==> src/rtl/address_blocklist_table_assert.svh <==
// Assertion macros for the address blocklist table.
`ifndef ADDRESS_BLOCKLIST_TABLE_ASSERT_SVH
`define ADDRESS_BLOCKLIST_TABLE_ASSERT_SVH

`ifndef ASSERT_OFF

`define ABT_ASSERT(lbl, clk, rst, prop, msg) \
   lbl: assert property (@(posedge clk) disable iff (rst) prop) else $error(msg);

`define ABT_ASSERT_ALWAYS(lbl, clk, prop, msg) \
   lbl: assert property (@(posedge clk) prop) else $error(msg);

`else

`define ABT_ASSERT(lbl, clk, rst, prop, msg)

`define ABT_ASSERT_ALWAYS(lbl, clk, prop, msg)

`endif

`endif

==> src/rtl/abt_pkg.sv <==
package abt_pkg;

   localparam int TABLE_DEPTH   = 64;
   localparam int CNT_W         = $clog2(TABLE_DEPTH + 1);
   localparam int PFX_LVLS      = $clog2(TABLE_DEPTH);
   localparam int ADDR_W        = 32;
   localparam int MODE_W        = 2;
   localparam int ENTRY_COUNT_W = 7;

   typedef enum logic [MODE_W-1:0] {
      MODE_LOOKUP = 2'd0,
      MODE_ADD    = 2'd1,
      MODE_REMOVE = 2'd2
   } mode_type;

   typedef enum logic [2:0] {
      ST_IDLE = 3'b001,
      ST_CMP  = 3'b010,
      ST_UPD  = 3'b100
   } state_type;

   typedef struct packed {
      logic valid;
      logic load;
      logic shift;
   } cell_ctl_type;

endpackage

==> src/rtl/abt_cell.sv <==
module abt_cell (
   input  logic                       clock,
   input  abt_pkg::cell_ctl_type      ctl,
   input  logic [abt_pkg::ADDR_W-1:0] addr,
   input  logic [abt_pkg::ADDR_W-1:0] next_entry,
   output logic [abt_pkg::ADDR_W-1:0] entry,
   output logic                       match
);

   logic [abt_pkg::ADDR_W-1:0] entry_ff;
   logic [abt_pkg::ADDR_W-1:0] entry_in;
   logic                       match_ff;
   logic                       match_in;

   always_comb begin
      priority if (ctl.load) begin
         entry_in = addr;
      end else if (ctl.shift) begin
         entry_in = next_entry;
      end else begin
         entry_in = entry_ff;
      end
      match_in = ctl.valid && (entry_ff == addr);
   end

   always_ff @(posedge clock) begin
      entry_ff <= entry_in;
      match_ff <= match_in;
   end

   assign entry = entry_ff;
   assign match = match_ff;

endmodule

==> src/rtl/address_blocklist_table.sv <==
// Blocklist of up to TABLE_DEPTH IPv4 addresses held in a row of cells, one entry per cell,
// packed from cell 0. Each word passes through a compare state, where every cell compares its
// entry with the address, then an update state, where the first match is found by a prefix OR
// across the row and the table is updated (add writes the cell at the fill count, remove
// makes each valid cell from the first match on, but the last, take its upper neighbor's entry).
// A back-to-back word is taken in the update state, once the previous result has room in the
// output register, so words never overlap. Adds to a full table report status 1.
`include "address_blocklist_table_assert.svh"

module address_blocklist_table (
   input  logic                              clock,
   input  logic                              reset,
   input  logic                              req_valid,
   output logic                              req_ready,
   input  logic [abt_pkg::MODE_W-1:0]        req_mode,
   input  logic [abt_pkg::ADDR_W-1:0]        req_address,
   output logic                              rsp_valid,
   input  logic                              rsp_ready,
   output logic                              rsp_blocked,
   output logic                              rsp_status,
   output logic [abt_pkg::ENTRY_COUNT_W-1:0] rsp_entry_count
);

   localparam int D = abt_pkg::TABLE_DEPTH;

   abt_pkg::state_type                 state_ff, state_in;
   abt_pkg::mode_type                  mode_ff, mode_in;
   logic [abt_pkg::ADDR_W-1:0]         addr_ff, addr_in;
   logic [abt_pkg::CNT_W-1:0]          count_ff, count_in;
   logic                               rsp_valid_ff, rsp_valid_in;
   logic                               rsp_blocked_ff, rsp_blocked_in;
   logic                               rsp_status_ff, rsp_status_in;
   logic [abt_pkg::ENTRY_COUNT_W-1:0]  rsp_count_ff, rsp_count_in;

   logic                               out_free;
   logic                               fire;
   logic                               accept;
   logic                               full;
   logic                               any_match;
   logic                               do_add;
   logic                               do_remove;
   logic [D-1:0]                       match_vec;
   logic [D-1:0]                       load_vec;
   logic [D-1:0]                       shift_vec;
   logic [D-1:0]                       pfx [0:abt_pkg::PFX_LVLS];
   logic [abt_pkg::ADDR_W-1:0]         entry_vec [0:D];
   abt_pkg::cell_ctl_type              ctl_vec [0:D-1];

   assign out_free  = !rsp_valid_ff || rsp_ready;
   assign fire      = (state_ff == abt_pkg::ST_UPD) && out_free;
   assign req_ready = (state_ff == abt_pkg::ST_IDLE) || fire;
   assign accept    = req_valid && req_ready;
   assign full      = (count_ff == abt_pkg::CNT_W'(D));
   assign any_match = pfx[abt_pkg::PFX_LVLS][D-1];
   assign do_add    = fire && (mode_ff == abt_pkg::MODE_ADD) && !full;
   assign do_remove = fire && (mode_ff == abt_pkg::MODE_REMOVE) && any_match;

   // first-match prefix OR, log-depth
   assign pfx[0] = match_vec;
   for (genvar l = 0; l < abt_pkg::PFX_LVLS; l++) begin : g_pfx
      for (genvar b = 0; b < D; b++) begin : g_bit
         if (b >= (1 << l)) begin : g_or
            assign pfx[l+1][b] = pfx[l][b] | pfx[l][b - (1 << l)];
         end else begin : g_pass
            assign pfx[l+1][b] = pfx[l][b];
         end
      end
   end

   assign entry_vec[D] = '0;

   for (genvar k = 0; k < D; k++) begin : g_cell
      assign load_vec[k]  = do_add && (count_ff == abt_pkg::CNT_W'(k));
      assign shift_vec[k] = do_remove && pfx[abt_pkg::PFX_LVLS][k]
                            && (abt_pkg::CNT_W'(k + 1) < count_ff);
      assign ctl_vec[k].valid = (abt_pkg::CNT_W'(k) < count_ff);
      assign ctl_vec[k].load  = load_vec[k];
      assign ctl_vec[k].shift = shift_vec[k];

      abt_cell u_cell (
         .clock      (clock),
         .ctl        (ctl_vec[k]),
         .addr       (addr_ff),
         .next_entry (entry_vec[k+1]),
         .entry      (entry_vec[k]),
         .match      (match_vec[k])
      );
   end

   always_comb begin
      state_in       = state_ff;
      mode_in        = mode_ff;
      addr_in        = addr_ff;
      count_in       = count_ff;
      rsp_valid_in   = rsp_valid_ff && !rsp_ready;
      rsp_blocked_in = rsp_blocked_ff;
      rsp_status_in  = rsp_status_ff;
      rsp_count_in   = rsp_count_ff;

      if (accept) begin
         mode_in = abt_pkg::mode_type'(req_mode);
         addr_in = req_address;
      end

      if (do_add) begin
         count_in = count_ff + abt_pkg::CNT_W'(1);
      end else if (do_remove) begin
         count_in = count_ff - abt_pkg::CNT_W'(1);
      end

      if (fire) begin
         rsp_valid_in   = 1'b1;
         rsp_blocked_in = (mode_ff == abt_pkg::MODE_LOOKUP) && (|match_vec);
         rsp_status_in  = (mode_ff == abt_pkg::MODE_ADD) && full;
         rsp_count_in   = abt_pkg::ENTRY_COUNT_W'(count_in);
      end

      unique case (state_ff)
         abt_pkg::ST_IDLE: begin
            if (accept) begin
               state_in = abt_pkg::ST_CMP;
            end
         end
         abt_pkg::ST_CMP: begin
            state_in = abt_pkg::ST_UPD;
         end
         abt_pkg::ST_UPD: begin
            if (fire) begin
               state_in = accept ? abt_pkg::ST_CMP : abt_pkg::ST_IDLE;
            end
         end
         default: begin
            state_in = abt_pkg::ST_IDLE;
         end
      endcase
   end

   always_ff @(posedge clock) begin
      if (reset) begin
         state_ff     <= abt_pkg::ST_IDLE;
         count_ff     <= '0;
         rsp_valid_ff <= 1'b0;
      end else begin
         state_ff     <= state_in;
         count_ff     <= count_in;
         rsp_valid_ff <= rsp_valid_in;
      end
      mode_ff        <= mode_in;
      addr_ff        <= addr_in;
      rsp_blocked_ff <= rsp_blocked_in;
      rsp_status_ff  <= rsp_status_in;
      rsp_count_ff   <= rsp_count_in;
   end

   assign rsp_valid       = rsp_valid_ff;
   assign rsp_blocked     = rsp_blocked_ff;
   assign rsp_status      = rsp_status_ff;
   assign rsp_entry_count = rsp_count_ff;

   `ABT_ASSERT(a_count_max, clock, reset, count_ff <= abt_pkg::CNT_W'(D), "count over depth")
   `ABT_ASSERT(a_one_load, clock, reset, $onehot0(load_vec), "more than one cell loaded")
   `ABT_ASSERT(a_upd_after_cmp, clock, reset, state_ff == abt_pkg::ST_UPD |-> $past(state_ff) == abt_pkg::ST_CMP || $past(state_ff) == abt_pkg::ST_UPD, "update without compare")
   `ABT_ASSERT(a_remove_dec, clock, reset, do_remove |=> count_ff == $past(count_ff) - abt_pkg::CNT_W'(1), "remove did not shrink count")
   `ABT_ASSERT(a_no_write_idle, clock, reset, !fire |-> (load_vec == '0) && (shift_vec == '0), "table written outside update")

endmodule

==> config.mk <==
export PLATFORM = sky130hd
export DESIGN_NAME = address_blocklist_table
export DESIGN_NICKNAME = d
export VERILOG_FILES = /design/src/rtl/abt_pkg.sv /design/src/rtl/abt_cell.sv /design/src/rtl/address_blocklist_table.sv
export VERILOG_INCLUDE_DIRS = /design/src /design/src/rtl
export SDC_FILE = /design/constraint.sdc
export NUM_CORES = 2
export LEC_CHECK = 0
export BUFFER_PORTS_ARGS = -buffer_cell sky130_fd_sc_hd__buf_2
export CORE_ASPECT_RATIO = 1.5
export CORE_UTILIZATION = 55
export CTS_CLUSTER_DIAMETER = 30
export DETAILED_ROUTE_END_ITERATION = 8
export MAX_ROUTING_LAYER = met4
export PLACE_DENSITY = 0.76
export SYNTH_ARGS = -nofsm -noshare
export SYNTH_HDL_FRONTEND = slang
export SYNTH_SLANG_ARGS = --single-unit
==> constraint.sdc <==
create_clock -name clock -period 9.2 [get_ports clock]
set_input_delay 1.84 -clock clock [delete_from_list [all_inputs] [get_ports clock]]
set_output_delay 1.84 -clock clock [all_outputs]
set_load 0.01 [all_outputs]
## Yosys cells after proc, flatten, opt, wreduce, memory -nomap -nowiden

Index checks and enable logic that the tools add are counted.

- Bits in registers: 2166
- Logic and storage cells: 1132

- $add $sub $neg: 2
- $lt $le $gt $ge: 65
- Eq/ne operators: 135
- Multiplexer cells: 135
- Bitwise gates (word level): 321
- Reductions and logical operators: 338

Operators with widths:

| cell | number |
|---|---|
| 2-to-1 mux 32 bit | 128 |
| equality test 32 bit | 64 |
| OR 1 bit | 321 |
| logical AND 1 bit | 265 |
| equality test 7 x 6 -> 1 bit, second input constant | 32 |
| < comparator 6 x 7 -> 1 bit, first input constant | 32 |
| nonzero test 2 bit | 64 |
| equality test 7 x 5 -> 1 bit, second input constant | 16 |
| < comparator 5 x 7 -> 1 bit, first input constant | 16 |
| OR reduction 64 bit | 1 |
| equality test 7 x 4 -> 1 bit, second input constant | 8 |
| < comparator 4 x 7 -> 1 bit, first input constant | 8 |
| equality test 7 x 3 -> 1 bit, second input constant | 4 |
| < comparator 3 x 7 -> 1 bit, first input constant | 4 |
| equality test 7 x 2 -> 1 bit, second input constant | 2 |
| < comparator 1 x 7 -> 1 bit, first input constant | 2 |
| < comparator 2 x 7 -> 1 bit, first input constant | 2 |
| 2-to-1 mux 7 bit | 2 |
| one-hot mux 3 bit (3 select lines) | 1 |
| adder 7 x 1 -> 7 bit, second input constant | 1 |
| equality test 7 x 1 -> 1 bit, second input constant | 1 |
| equality test 7 bit, second input constant | 1 |
| zero test 7 bit | 1 |
| < comparator 7 bit, first input constant | 1 |
| other kinds (14) | 19 |

## Depth between registers and ports, before layout

- Depth in word-level cells: 11
- Depth in mapped cells: 13
- Gate-level depth less buffers: 8

## Hierarchy

From an unflattened synthesis, not the netlist that was laid out.

- Cell total of the unflattened synthesis: 7817
- Area total of the unflattened synthesis: 114812.6 sq um

By module, submodules not included:

| module | instances | cells an instance | area each (sq um) |
|---|---|---|---|
| abt_cell | 64 | 114 | 1730.4 |
| address_blocklist_table | 1 | 521 | 4066.4 |

## Worst setup path after synthesis

Ideal clock, no wire load.

- Path kind: input port to flip-flop
- Start: input rsp_ready
- End: register g_cell[58].u_cell.entry_ff (netlist bit g_cell[58].u_cell.entry[0]) (enable)
- Setup time: 0.511 ns
- Arrival: 5.954 ns
- Setup slack: 2.735 ns
- Cell stages on the path: 6
- Path buffers: 1
- Path through: nand2b_1 > nand2b_1 > nor2_1 > o21ai_1 > buf_2 > o41ai_1

- Cells in the longest elaborated chain, start to end: 7
- Elaborated cells on any way between the ends: 10
- Classes of those cells: 10 x reduce/logical

Ends and longest elaborated chain:

| item | RTL line | RTL |
|---|---|---|
| from (decl) | address_blocklist_table.sv:18 | `input logic rsp_ready,` |
| logical OR 1 bit * | address_blocklist_table.sv:49 | `assign out_free = !rsp_valid_ff \|\| rsp_ready;` |
| logical AND 1 bit * | address_blocklist_table.sv:50 | `assign fire = (state_ff == abt_pkg::ST_UPD) && out_free;` |
| logical AND 1 bit (2 in a row) | address_blocklist_table.sv:56 | `assign do_remove = fire && (mode_ff == abt_pkg::MODE_REMOVE) && any_match;` |
| logical AND 1 bit | address_blocklist_table.sv:74 | `assign shift_vec[k] = do_remove && pfx[abt_pkg::PFX_LVLS][k]` |
| logical AND 1 bit | address_blocklist_table.sv:75 | `&& (abt_pkg::CNT_W'(k + 1) < count_ff);` |
| nonzero test 2 bit (no line) * | -- |  |
| to (signal assigned) | abt_cell.sv:27 | `entry_ff <= entry_in;` |
| to (decl) | abt_cell.sv:10 | `logic [abt_pkg::ADDR_W-1:0] entry_ff;` |

Mark *: on every way between the ends. The rest lies on a longest branch, timed or not.
A chain may end at the register's enable or synchronous reset.

## Worst setup path after layout

- Start: register count_ff[0] in the netlist's numbering
- End: register g_cell[27].u_cell.entry_ff (netlist bit g_cell[27].u_cell.entry[14]) (enable)

- Cells in the longest elaborated chain, start to end: 5
- Elaborated cells on any way between the ends: 8
- Classes of those cells: 1 x order compare; 2 x eq/ne; 5 x reduce/logical

Ends and longest elaborated chain:

| item | RTL line | RTL |
|---|---|---|
| from (decl) | address_blocklist_table.sv:29 | `logic [abt_pkg::CNT_W-1:0] count_ff, count_in;` |
| from (signal assigned) | address_blocklist_table.sv:145 | `count_ff <= count_in;` |
| parallel branches: the longest is 4 deep, another holds < comparator 5 x 7 -> 1 bit | -- |  |
| nonzero test 2 bit (no line) * | -- |  |
| to (signal assigned) | abt_cell.sv:27 |  |
| to (decl) | abt_cell.sv:10 |  |

Every way passes the cells marked *.

==> key figures <==
GRT
  – Met3 usage: 0.0552
  – Grt met2 use: 0.547
  – Initial antenna violation count: 11
  – Vias in the first global route: 72,800
  – GRT Total Usage: 0.322
  – Largest net degree at the start of global routing: 105
  – Gr ovfl total: 0
  – Met1 Use GR: 0.336
  – Global-route wire length before repair: 486 mm
  – GRT busiest layer: met2

Layout
  – Syn-to-layout area delta: 14.2%
  – # fillers: roughly 15,000
  – Final #Nets: 8,159
  – Share of layout cells above drive strength 1: 0.356
  – Most frequent cells in the layout: edfxtp_1, mux2_2, xor2_1, xnor2_1, nor4_1
  – Design area: roughly 130,000 sq um
  – Commonest non-fill, non-tap cell in the layout: edfxtp_1

Critical path
  – Worst setup EP type: flop
  – Crit path DAT: 6.47 ns
  – Crit Path Max Fanout: 33
  – Worst Path Required: approximately 9.5 ns
  – Max incr delay on CP: about 1.2 ns
  – Crit path cell chain: inv_1 > ha_1 > nor2b_1 > nand3_1 > nand2_1 > nor3_1 > nand2_1 > buf_4 > nand2_1
  – Nature of the critical path startpoint: flop
  – Worst path most repeated cell: nand2_1
  – Setup CP Type: flop to flop
  – Worst path slowest cell: nor2b_1

Die
  – Die area: 211,000 sq um
  – Initial Util: 0.553
  – Die Y: between 500 and 600 um
  – Core ar.: around 210,000 sq um
  – Die X: 376 um
  – Ports: 49
  – Cell Rows: 205

Power
  – Clock group share of total power: 0.534
  – P_sw: 6.20 mW
  – Leak: roughly 45 nW
  – Internal power: 20.0 mW
  – Power Density: 199 nW/um^2
  – Sequential share of power: 0.409
  – Combinational share of power: 0.057
  – Sw Share: 0.237
  – Maximum vdd drop: 149 uV

STA
  – Unrepaired setup endpoints after global routing: false
  – Worst slew margin: 0.0295
  – Clock skew: 0.104 ns
  – Fin crit period: 6.15 ns
  – Least-Margin Pin Slew: 1.45 ns
  – Fmax: 163 MHz
  – Endpoints failing setup: 0
  – Fin. max-slew vios: 0
  – Hold Vio Cnt, Final: 0
  – Final Cycle Share: 0.668
  – Setup TNS: 0 ns

CTS
  – Cts hold-fix bufs: 0
  – Resized cells post-CTS: 0
  – Post-CTS Repair Setup Buffers: 0
  – Clock Latency Late Sink: 0.92 ns
  – Max Root-Sink Buffers: 4
  – CTS Root Cell: clkbuf_16
  – CTS Sinks: 2,166
  – Htree depth: 5
  – CTS buffer count: 371
  – CTS tree: yes
  – Reg clk slew, reported paths: 0.05 ns

Routing
  – Via-per-instance ratio: 6.23
  – Initial DRC count: 6,534
  – Total number of vias: approximately 70,000
  – Post-DRT Antenna Nets: 0
  – Residual DRC: 0
  – Final WL: 335 mm
  – Routed length per placed instance: 29.8 um
  – Drt pass-1 iters: 6

Synthesis
  – Warnings, synthesis: 0
  – Post-Synth Adder-Cell Area: 0.000652
  – Netlist cell types: 67
  – Sequential area share after synthesis: 0.559
  – Synth Instances: 8,147
  – Post-synthesis register bit count: 2,166
  – EDFF count, synth: roughly 2,100
  – Area share of and/or/nand/nor cells after synthesis: 0.0533
  – Post-synthesis mux area share: 0.198
  – Synth Flop Type: edfxtp_1
  – Synthesized area: 115,000 sq um
  – Post-Syn Nets: 8,191
  – Post-Synth XOR/XNOR Area: 0.156
  – Compound-Gate Fraction of Synth Area: 0.00877
  – Syn avg cell area: 14.1 sq um
  – Combinational family with the most area after synthesis: multiplexers
  – Asr flop ratio synth: 0

Placement
  – DP HPWL: about 220 mm
  – Placement Cell Area: 119,000 sq um
  – Buffers added on ports: 48
  – GP Congestion: 0.972

Min path
  – Hold Crit Class: flop to flop

Run status
  – Outcome: finished clean

Job
  – Max-cap violations: 0
[routing by layer]
metal | part of all wire | vias to the layer above
met5 | 0 | -
met4 | 0.086 | 0
met3 | 0.069 | 1202
met2 | 0.51 | 3319
met1 | 0.34 | 35200
li1 | - | 30200
[flip-flops by register name (all words and copies together), names as in the netlist]
name                 count
g_cell.u_cell.entry   2048
g_cell.u_cell.match     64
addr_ff                 32
count_ff                 7
rsp_entry_count          7
state_ff                 3
mode_ff                  2
rsp_blocked              1
rsp_status               1
rsp_valid                1
[cell usage after synthesis, drive strengths merged, types with 3 or more instances]
cell	count	area [sq um]
nor2	61	234
nand2b	14	87.6
clkbuf	462	1730
o31ai	37	278
o21ai	37	185
and2	7	43.8
or4	14	105
o22ai	3	18.8
buf	239	1040
nand3	49	245
and3	53	332
dfxtp	75	1500
a211oi	4	30.0
or2	14	87.6
o21bai	7	52.6
a21o	5	37.5
mux2	2017	22800
inv	10	37.5
or3	11	68.8
nor3b	4	30.0
nor3	62	337
nand4	229	1430
edfxtp	2091	62800
ha	6	75.1
nand2	74	288
nor4	430	2700
o32ai	3	26.3
o21a	3	22.5
a31oi	4	25.0
nor2b	9	56.3
a21oi	34	170
xnor2	570	4990
xor2	1479	13000
nand3b	4	30.0
[cell families after synthesis]
group                    count (synthesis)
AO/OA/AOI/OAI                          156
flip-flops                            2166
XOR/XNOR                              2049
adder cells (fa/ha/maj)                  6
multiplexers                          2018
buffers and inverters                  711
AND/OR/NAND/NOR                       1041
[final timing paths]
path              cells after the start                        start  slack (ns)                          end
setup / recovery                      9                  count_ff[0]        3.05  g_cell[27].u_cell.entry[14]
hold / removal                        1  g_cell[54].u_cell.entry[27]        0.52  g_cell[53].u_cell.entry[27]
setup reg to reg                      9                  count_ff[0]        3.05  g_cell[27].u_cell.entry[14]
hold reg to reg                       1  g_cell[54].u_cell.entry[27]        0.52  g_cell[53].u_cell.entry[27]
[worst max-delay path: cells and delay by family (launching register included)]
family,cells,cell delay [ns]
AND/OR/NAND/NOR,6,3.31
buffers and inverters,2,0.70
adder cells (fa/ha/maj),1,1.08
flip-flops,1,0.49
[metrics by stage]
stage	std cells	setup WS [ns]	total power, mW	utilization	hold WS, ns
6_report	11200	3.05	26.2	0.632	0.524
2_1_floorplan	8147	2.74	11.8	-	0.462
5_1_grt	11200	3.03	26.7	0.632	0.526
4_1_cts	11200	3.42	26.2	0.632	0.515
3_3_place_gp	10500	3.57	12.3	0.571	0.475
3_5_place_dp	10500	3.34	12.4	0.571	0.505
[layout make-up]
cell class / instances / area [sq um] / share of cell area
Tap cell: 2794 / 3500 / 0.0266
Multi-Input combinational cell: 5270 / 48600 / 0.370
Clock inverter: 254 / 2950 / 0.0225
Clock buffer: 424 / 9650 / 0.0734
Timing Repair Buffer: 296 / 2380 / 0.0181
Sequential cell: 2166 / 64300 / 0.489
Antenna cell: 8 / 20.0 / 0.000152
Inverter: 10 / 37.5 / 0.000286
[power groups by stage]
stage / clock network, mW / logic, mW / registers [mW]
2_1_floorplan: 0 / 0.888 / 10.9
3_3_place_gp: 0 / 1.43 / 10.9
6_report: 14.0 / 1.50 / 10.7
3_5_place_dp: 0 / 1.46 / 10.9
4_1_cts: 14.0 / 1.47 / 10.7
5_1_grt: 14.5 / 1.55 / 10.7
Note: power is estimated with default switching activity, not from simulation.
